`src/hw/rtl/bpa_pkg.sv`:
```
package bpa_pkg;

    localparam int RANK_LIMIT_DEF = 12;
    localparam int PAGE_SHIFT_DEF = 12;

    localparam int KIND_W      = 3;
    localparam int ADDR_W      = 64;
    localparam int RANK_W      = 4;
    localparam int STATUS_W    = 2;
    localparam int ANSWER_W    = 12;
    localparam int PAGES_W     = 12;
    localparam int START_W     = 4;
    localparam int CFG_IDX_W   = 2;
    localparam int IN_TDATA_W  = 72;
    localparam int OUT_TDATA_W = 80;

    localparam logic [ADDR_W-1:0]  BASE_RESET  = '0;
    localparam logic [PAGES_W-1:0] PAGES_RESET = 12'd2048;

    typedef enum logic [KIND_W-1:0] {
        KIND_INIT   = 3'd0,
        KIND_ALLOC  = 3'd1,
        KIND_FREE   = 3'd2,
        KIND_QRANK  = 3'd3,
        KIND_QCOUNT = 3'd4
    } t_kind;

    typedef enum logic [STATUS_W-1:0] {
        ST_OK       = 2'd0,
        ST_NO_SPACE = 2'd1,
        ST_INVALID  = 2'd2
    } t_status;

    typedef enum logic [CFG_IDX_W-1:0] {
        CFG_BASE  = 2'd0,
        CFG_PAGES = 2'd1
    } t_cfg_idx;

    typedef enum logic [4:0] {
        S_IDLE, S_DECODE, S_INIT_SET, S_CLR, S_SEARCH, S_POP_RD, S_POP_WR, S_POP_WR2,
        S_SPLIT, S_PUSH2, S_ALLOC_WR, S_ADDR, S_FREE_RD, S_FREE_CHK, S_MRG, S_MRG2,
        S_MRG3, S_MRG4, S_QR_RD, S_QR_CHK, S_QR_LOOP, S_QR_LOOP2, S_QCOUNT, S_BAD,
        S_DONE
    } t_state;

    typedef enum logic [4:0] {
        OP_NONE, OP_DECODE, OP_INIT_SET, OP_CLR, OP_SEARCH, OP_POP_RD, OP_POP_WR,
        OP_POP_WR2, OP_SPLIT, OP_PUSH2, OP_ALLOC_PG, OP_ALLOC_WR, OP_ADDR, OP_START_RD,
        OP_BAD, OP_FREE_CHK, OP_MRG, OP_UNLINK_RD, OP_UNLINK, OP_UNLINK2, OP_PUSH_N,
        OP_QR_HIT, OP_QR_SETUP, OP_PROBE_RD, OP_QR_END, OP_PROBE_STEP, OP_QCOUNT,
        OP_DONE
    } t_op;

    typedef struct packed {
        t_op  op;
        logic load;
    } t_cmd;

    typedef struct packed {
        logic [KIND_W-1:0] kind;
        logic rank_bad;
        logic i_gt_riu;
        logic head_zero;
        logic i_gt_rank;
        logic pg_ok;
        logic start_zero;
        logic r_lt_riu;
        logic taken_b;
        logic probe_more;
        logic clr_last;
    } t_stat;

endpackage

```
`src/hw/rtl/bpa_ctrl.sv`:
```
module bpa_ctrl (
    input  logic           i_clk,
    input  logic           i_rst_n,
    input  logic           i_s_tvalid,
    output logic           o_s_tready,
    output logic           o_m_tvalid,
    input  logic           i_m_tready,
    output bpa_pkg::t_cmd  o_cmd,
    input  bpa_pkg::t_stat i_stat
);
    import bpa_pkg::*;

    t_state r_state, n_state;
    logic   r_silent, n_silent;
    logic   r_ovalid, n_ovalid;
    t_op    w_op;

    always_ff @(posedge i_clk) begin
        if (!i_rst_n) begin
            r_state  <= S_INIT_SET;
            r_silent <= 1'b1;
            r_ovalid <= 1'b0;
        end else begin
            r_state  <= n_state;
            r_silent <= n_silent;
            r_ovalid <= n_ovalid;
        end
    end

    always_comb begin
        n_state  = r_state;
        n_silent = r_silent;
        n_ovalid = r_ovalid && !i_m_tready;
        w_op     = OP_NONE;
        case (r_state)
            S_IDLE: begin
                if (i_s_tvalid) begin
                    n_state  = S_DECODE;
                    n_silent = 1'b0;
                end
            end
            S_DECODE: begin
                w_op = OP_DECODE;
                case (i_stat.kind)
                    KIND_INIT:   n_state = S_INIT_SET;
                    KIND_ALLOC:  n_state = i_stat.rank_bad ? S_BAD : S_SEARCH;
                    KIND_FREE:   n_state = S_ADDR;
                    KIND_QRANK:  n_state = S_ADDR;
                    KIND_QCOUNT: n_state = i_stat.rank_bad ? S_BAD : S_QCOUNT;
                    default:     n_state = S_BAD;
                endcase
            end
            S_INIT_SET: begin
                w_op    = OP_INIT_SET;
                n_state = S_CLR;
            end
            S_CLR: begin
                w_op = OP_CLR;
                if (i_stat.clr_last) begin
                    n_state = r_silent ? S_IDLE : S_DONE;
                end
            end
            S_SEARCH: begin
                w_op = OP_SEARCH;
                if (i_stat.i_gt_riu) begin
                    n_state = S_DONE;
                end else if (!i_stat.head_zero) begin
                    n_state = S_POP_RD;
                end
            end
            S_POP_RD: begin
                w_op    = OP_POP_RD;
                n_state = S_POP_WR;
            end
            S_POP_WR: begin
                w_op    = OP_POP_WR;
                n_state = S_POP_WR2;
            end
            S_POP_WR2: begin
                w_op    = OP_POP_WR2;
                n_state = S_SPLIT;
            end
            S_SPLIT: begin
                if (i_stat.i_gt_rank) begin
                    w_op    = OP_SPLIT;
                    n_state = S_PUSH2;
                end else begin
                    w_op    = OP_ALLOC_PG;
                    n_state = S_ALLOC_WR;
                end
            end
            S_PUSH2: begin
                w_op    = OP_PUSH2;
                n_state = (i_stat.kind == KIND_ALLOC) ? S_SPLIT : S_DONE;
            end
            S_ALLOC_WR: begin
                w_op    = OP_ALLOC_WR;
                n_state = S_DONE;
            end
            S_ADDR: begin
                w_op    = OP_ADDR;
                n_state = (i_stat.kind == KIND_FREE) ? S_FREE_RD : S_QR_RD;
            end
            S_FREE_RD: begin
                if (!i_stat.pg_ok) begin
                    w_op    = OP_BAD;
                    n_state = S_DONE;
                end else begin
                    w_op    = OP_START_RD;
                    n_state = S_FREE_CHK;
                end
            end
            S_FREE_CHK: begin
                if (i_stat.start_zero) begin
                    w_op    = OP_BAD;
                    n_state = S_DONE;
                end else begin
                    w_op    = OP_FREE_CHK;
                    n_state = S_MRG;
                end
            end
            S_MRG: begin
                if (i_stat.r_lt_riu) begin
                    w_op    = OP_MRG;
                    n_state = S_MRG2;
                end else begin
                    w_op    = OP_PUSH_N;
                    n_state = S_PUSH2;
                end
            end
            S_MRG2: begin
                // A taken buddy ends the merge walk.
                if (i_stat.taken_b) begin
                    w_op    = OP_PUSH_N;
                    n_state = S_PUSH2;
                end else begin
                    w_op    = OP_UNLINK_RD;
                    n_state = S_MRG3;
                end
            end
            S_MRG3: begin
                w_op    = OP_UNLINK;
                n_state = S_MRG4;
            end
            S_MRG4: begin
                w_op    = OP_UNLINK2;
                n_state = S_MRG;
            end
            S_QR_RD: begin
                if (!i_stat.pg_ok) begin
                    w_op    = OP_BAD;
                    n_state = S_DONE;
                end else begin
                    w_op    = OP_START_RD;
                    n_state = S_QR_CHK;
                end
            end
            S_QR_CHK: begin
                if (!i_stat.start_zero) begin
                    w_op    = OP_QR_HIT;
                    n_state = S_DONE;
                end else begin
                    w_op    = OP_QR_SETUP;
                    n_state = S_QR_LOOP;
                end
            end
            S_QR_LOOP: begin
                if (i_stat.probe_more) begin
                    w_op    = OP_PROBE_RD;
                    n_state = S_QR_LOOP2;
                end else begin
                    w_op    = OP_QR_END;
                    n_state = S_DONE;
                end
            end
            S_QR_LOOP2: begin
                if (!i_stat.start_zero) begin
                    w_op    = OP_QR_END;
                    n_state = S_DONE;
                end else begin
                    w_op    = OP_PROBE_STEP;
                    n_state = S_QR_LOOP;
                end
            end
            S_QCOUNT: begin
                w_op    = OP_QCOUNT;
                n_state = S_DONE;
            end
            S_BAD: begin
                w_op    = OP_BAD;
                n_state = S_DONE;
            end
            S_DONE: begin
                if (!r_ovalid || i_m_tready) begin
                    w_op     = OP_DONE;
                    n_ovalid = 1'b1;
                    n_state  = S_IDLE;
                end
            end
            default: n_state = S_IDLE;
        endcase
    end

    assign o_s_tready = (r_state == S_IDLE);
    assign o_m_tvalid = r_ovalid;
    assign o_cmd.op   = w_op;
    assign o_cmd.load = (r_state == S_IDLE) && i_s_tvalid;

endmodule

```
`config.mk`:
```
export PLATFORM = sky130hd
export DESIGN_NAME = bpa_ctrl
export DESIGN_NICKNAME = d
export VERILOG_FILES = /design/src/hw/rtl/bpa_pkg.sv /design/src/hw/rtl/bpa_ctrl.sv
export SDC_FILE = /design/constraint.sdc
export NUM_CORES = 1
export LEC_CHECK = 0
export BUFFER_PORTS_ARGS = -buffer_cell sky130_fd_sc_hd__buf_2
export CORE_MARGIN = 8
export CORE_UTILIZATION = 45
export DETAILED_ROUTE_END_ITERATION = 10
export MAX_ROUTING_LAYER = met4
export PLACE_DENSITY = 0.72
export SKIP_LAST_GASP = 1
export SLEW_MARGIN = 20
export SYNTH_ARGS = -nofsm -noshare
export SYNTH_HDL_FRONTEND = slang
export SYNTH_SLANG_ARGS = --single-unit
```
`constraint.sdc`:
```
create_clock -name i_clk -period 1.78 [get_ports i_clk]
set_input_delay 0.356 -clock i_clk [delete_from_list [all_inputs] [get_ports i_clk]]
set_output_delay 0.356 -clock i_clk [all_outputs]
set_load 0.05 [all_outputs]
```
; ---- After elaboration in Yosys (flattened, before gate mapping)
; Index checks and enable logic that the tools add are counted.
; W data, S select, Z words.
[word_totals]
regBits = 7
latchBits = 0
ram_bits = 0
rom_bits = 0
inputBits = 17
out_inout_bits = 8
mem_count = 0
[classes]
add_sub_neg = 0
mul = 0
n_div = 0
magnitude_cmp = 0
eq_ne = 32
shift = 0
mux = 32
bitwise_logic = 0
n_reduce_logical = 13
[ops]
columns = cell, n
row1 = $pmux W5 S23, 1
row2 = $pmux W5 S22, 1
row3 = $mux W5, 13
row4 = $eq A5 B5 Y1 const B, 9
row5 = $eq A5 B4 Y1 const B, 8
row6 = $eq A5 B3 Y1 const B, 4
row7 = $pmux W5 S4, 1
row8 = $mux W4, 4
row9 = $eq A5 B2 Y1 const B, 2
row10 = $mux W3, 3
row11 = $mux W2, 4
row12 = $eq A3 B2 Y1 const B, 2
row13 = $ne A2 B2 Y1 const B, 3
row14 = $reduce_or A2 Y1, 3
row15 = $eq A5 B1 Y1 const B, 1
row16 = $logic_not A5 Y1, 1
row17 = $mux W1, 5
row18 = $reduce_and A4 Y1, 1
row19 = $eq A3 B1 Y1 const B, 1
row20 = $eq A3 B3 Y1 const B, 1
row21 = $logic_not A3 Y1, 1
row22 = $ne A3 B3 Y1 const B, 1
row23 = $reduce_or A3 Y1, 1
row24 = $logic_and A1 B1 Y1, 2
row25 = 3 further kinds, 4

; ---- Depth between registers and ports, before layout
[logic_depth]
ltp_word = 4
depth_mapped = 7
mapped_depth_nobuf = 5

; ---- Least setup slack after synthesis
; OpenSTA, ideal clock, no wires.
[synth_timing]
path_type = flip-flop to output port
from = register r_state[4]
to = output o_cmd[2] in the netlist's numbering
arrival_time_ps = 1802
path_slack_ps = -378
stages_incl_launch_ff = 6
cell_sequence = dfxtp_1 buf_2 buf_4 clkbuf_1 a32oi_1 o211ai_1
[synth_lines]
columns = item, line
row1 = "start, declared", bpa_ctrl.sv:13  ; t_state r_state, n_state;
row2 = "start signal, assigned", bpa_ctrl.sv:24  ; r_state <= n_state;
row3 = "end, declared", bpa_ctrl.sv:8  ; output bpa_pkg::t_cmd o_cmd,

==> key figures <==
Place
  – RePlAce Congestion: 0.9507
  – Hpwl dp: 3614 um
  – Pre-CTS WS: -0.09016 ns
  – Placed cells: 255
  – # port buffers: 24

Worst hold path
  – HP Class: in -> reg
  – Hold Startpoint: i_rst_n
  – Hold path cells: 2
  – Hold EP: r_silent$_SDFFE_PN1P_

Floorplan
  – Die area: 4414 sq um
  – Die Height: 66.44 um
  – I/O pins: 25
  – Initial Util: 46.64%
  – Cell Rows: 18
  – Core footprint: 2455 sq um
  – Die width: 66.44 um

Power
  – Logic pwr share: 84.6%
  – Final Power: 3.118 mW
  – Clock power frac: 5.4%
  – Pwr dens: 1564 nW/um^2
  – Internal: 1.462 mW
  – Switching power total: 1.656 mW
  – Sw Share: 53.10%
  – Max IR drop VDD: 1.073 mV
  – Seq pwr share: 10.0%
  – Leak pwr: 0.8134 nW

Route
  – Initial DRC count: 315
  – WL final: 6275 um
  – DR vias/cell: 7.103
  – Via count: 1932
  – DR WL/cell: 23.07 um
  – Drt first pass iters: 6
  – Antenna-violating nets left: 0
  – DRC Markers: 0

Worst setup path
  – CP Class: reg -> out
  – Startpoint types: flop
  – Critical path data required time: 1.42 ns
  – Reg2reg setup slack: -0.10 ns
  – R2r startpoint: r_state[1]$_SDFFE_PN1P_
  – CP Capture Type: output port
  – R2r worst-path depth: 7
  – FF-to-FF End: r_state[4]$_SDFFE_PN0P_
  – Critical-path maximum fanout: 7
  – Critical Path AT: 1.68 ns

Logic synthesis
  – Largest cells by area after synthesis: dfxtp_1 12%, a21oi_1 7.4%, nand2_1 5.6%
  – Yosys reg bits: 7
  – Mean post-synth cell area: 6.505 sq um
  – Synthesis Warnings: 0
  – Syn nets: 193
  – Async SR Flop Fraction: 0%
  – Synth Flop Type: dfxtp_1
  – Synth top area share: 12.24%
  – Post-synth EDFFs: 0
  – Post-synthesis sequential area ratio: 12.24%
  – Synth area leader: dfxtp_1
  – Synth unique cells: 49
  – Mapped Cells: 176
  – Synth Cell Area: 1145 sq um

Job
  – Max-Cap Viols: 0

Clock network
  – CTS sink cnt: 7
  – Total CTS buffers: 3
  – Worst-Skew Late Latency: 0.27 ns
  – Cts-stage hold buffer count: 0
  – H-tree levels: 1
  – CTS Buffer Depth: 2
  – CTS tree: done
  – Clk pin slew, worst setup/hold paths: 0.07 ns
  – Root Driver: clkbuf_4

Run status
  – Status: finished, violations left
  – Violated checks: setup timing

Global routing
  – Initial antenna violation count: 0
  – Grt ovf: 0
  – Largest net degree at the start of global routing: 18
  – Vias in the first global route: 1878
  – First-pass GRT wire length: 9101 um
  – Tot GR Track Use: 27.27%

Timing
  – Slew Limit Fails: 0
  – Tcrit/Tclk final: 114.2%
  – Setup_tns: -1.418 ns
  – Max Clk Rate: 491.8 MHz
  – Worst Slack Setup Final: -0.2534 ns
  – Clk_skew: 0.007501 ns
  – RSZ-0062 raised after global routing: yes
  – Minimum clock period: 2.033 ns
  – Final Hold Fails: 0
  – Slew headroom: 62.71%
  – Worst-Margin Slew: 0.5546 ns
  – Number of setup violations in the final report: 11

Layout
  – Layout cells sized above 1: 51.65%
  – Post-route core utilization: 81.19%
  – # nets final: 260
  – Fillers: 152
  – Layout area overhead: 74.10%
  – ANT cells: 0
  – Final std cells w/o fill: 272
[flip-flops by register name (all words and copies together), names as in the netlist]
| register | count |
|---|---|
| o_m_tvalid | 1 |
| r_silent | 1 |
| r_state | 5 |
[cell families after synthesis]
logic type / share of synthesized area [%]
buf+inv: 10.93
compound gates: 39.78
simple gates: 35.41
fa+ha+maj: 0.8744
flops: 12.24
xor+xnor: 0.7652
[cell type report]
| class | instances | area [sq um] | share of cell area, % |
|---|---|---|---|
| Multi-Input combinational cell | 144 | 1095 | 54.93 |
| Inverter | 10 | 40.04 | 2.009 |
| Clock buffer | 4 | 26.28 | 1.318 |
| Timing Repair Buffer | 77 | 631.9 | 31.70 |
| Tap cell | 30 | 37.54 | 1.883 |
| Sequential cell | 7 | 162.7 | 8.161 |
[cell usage after synthesis, drive strengths merged (2+ instances only)]
master  number
a211o        2
a21oi       17
a22oi        2
a31oi        4
a32oi        2
a41oi        2
and2         2
and3         4
buf         12
clkbuf       3
dfxtp        7
inv         10
nand2       17
nand2b       9
nand3        6
nand3b       4
nor2        14
nor2b        8
nor3         5
o211ai       3
o21ai       13
o221ai       2
o22ai        6
o31a         2
o31ai        2
o41ai        2
[power groups by stage]
stage	clock (mW)	sequential [mW]	combinational, mW
final	0.168	0.312	2.64
after global routing	0.167	0.309	2.75
after CTS	0.156	0.293	2.30
after detailed placement	0	0.267	1.90
after global placement	0	0.268	1.89
after floorplan	0	0.237	1.36
[layer usage]
metal  GRT usage (%)  routed length (um)  share of wire, %
met1           30.38                2267                36
met2           40.89                2724                43
met3           5.254                 752                12
met4           23.20                 531               8.5
met5               -                   0                 0
[stage by stage]
stage	hold slack (ns)	area, sq um
global route	0.3688	1993
global placement	0.4843	1583
finish	0.3539	1993
floorplan	0.4322	1236
CTS	0.3611	1882
detailed placement	0.5405	1583
[critical path, stage by stage, from the launching register on]
cell	delay, ns
dfxtp_4	0.39
buf_4	0.15
buf_6	0.12
nand2_1	0.09
nand3_1	0.15
a32oi_1	0.17
o211ai_1	0.12
buf_4	0.21
[cell usage in the layout, fill, tap and decap left out, drive strengths merged, types with 2 or more instances in the layout]
cell type | Yosys | routed
nand3 | 6 | 6
a41oi | 2 | 2
nor3 | 5 | 5
nand2 | 17 | 17
o31ai | 2 | 2
o22ai | 6 | 6
a32oi | 2 | 2
a21oi | 17 | 17
inv | 10 | 10
a31oi | 4 | 4
a22oi | 2 | 2
o31a | 2 | 2
o211ai | 3 | 3
and3 | 4 | 4
nand2b | 9 | 9
clkbuf | 3 | 4
nand3b | 4 | 4
and2 | 2 | 2
dfxtp | 7 | 7
o41ai | 2 | 2
nor2 | 14 | 14
o21ai | 13 | 13
o221ai | 2 | 2
buf | 12 | 77
a211o | 2 | 2
nor2b | 8 | 8
[what timing repair did]
item,4_1_cts,5_1_grt
gates resized for setup,55,24
setup endpoints to repair,12,11
setup buffers,11,2
pin swaps,12,7
[worst max-delay path by stage]
stage	slack, ns	from	depth (start not counted)	end
2_1_floorplan	-0.29	r_state[1]$_SDFFE_PN1P_	6	o_cmd[2]
3_3_place_gp	-0.08	i_m_tready	7	o_cmd[1]
4_1_cts	-0.11	r_state[2]$_SDFFE_PN0P_	7	o_cmd[4]
5_1_grt	-0.33	r_state[0]$_SDFFE_PN0P_	7	o_cmd[2]
6_report	-0.25	r_state[0]$_SDFFE_PN0P_	7	o_cmd[2]
3_5_place_dp	-0.09	i_m_tready	7	o_cmd[1]
(Power assumes the default switching activity.)
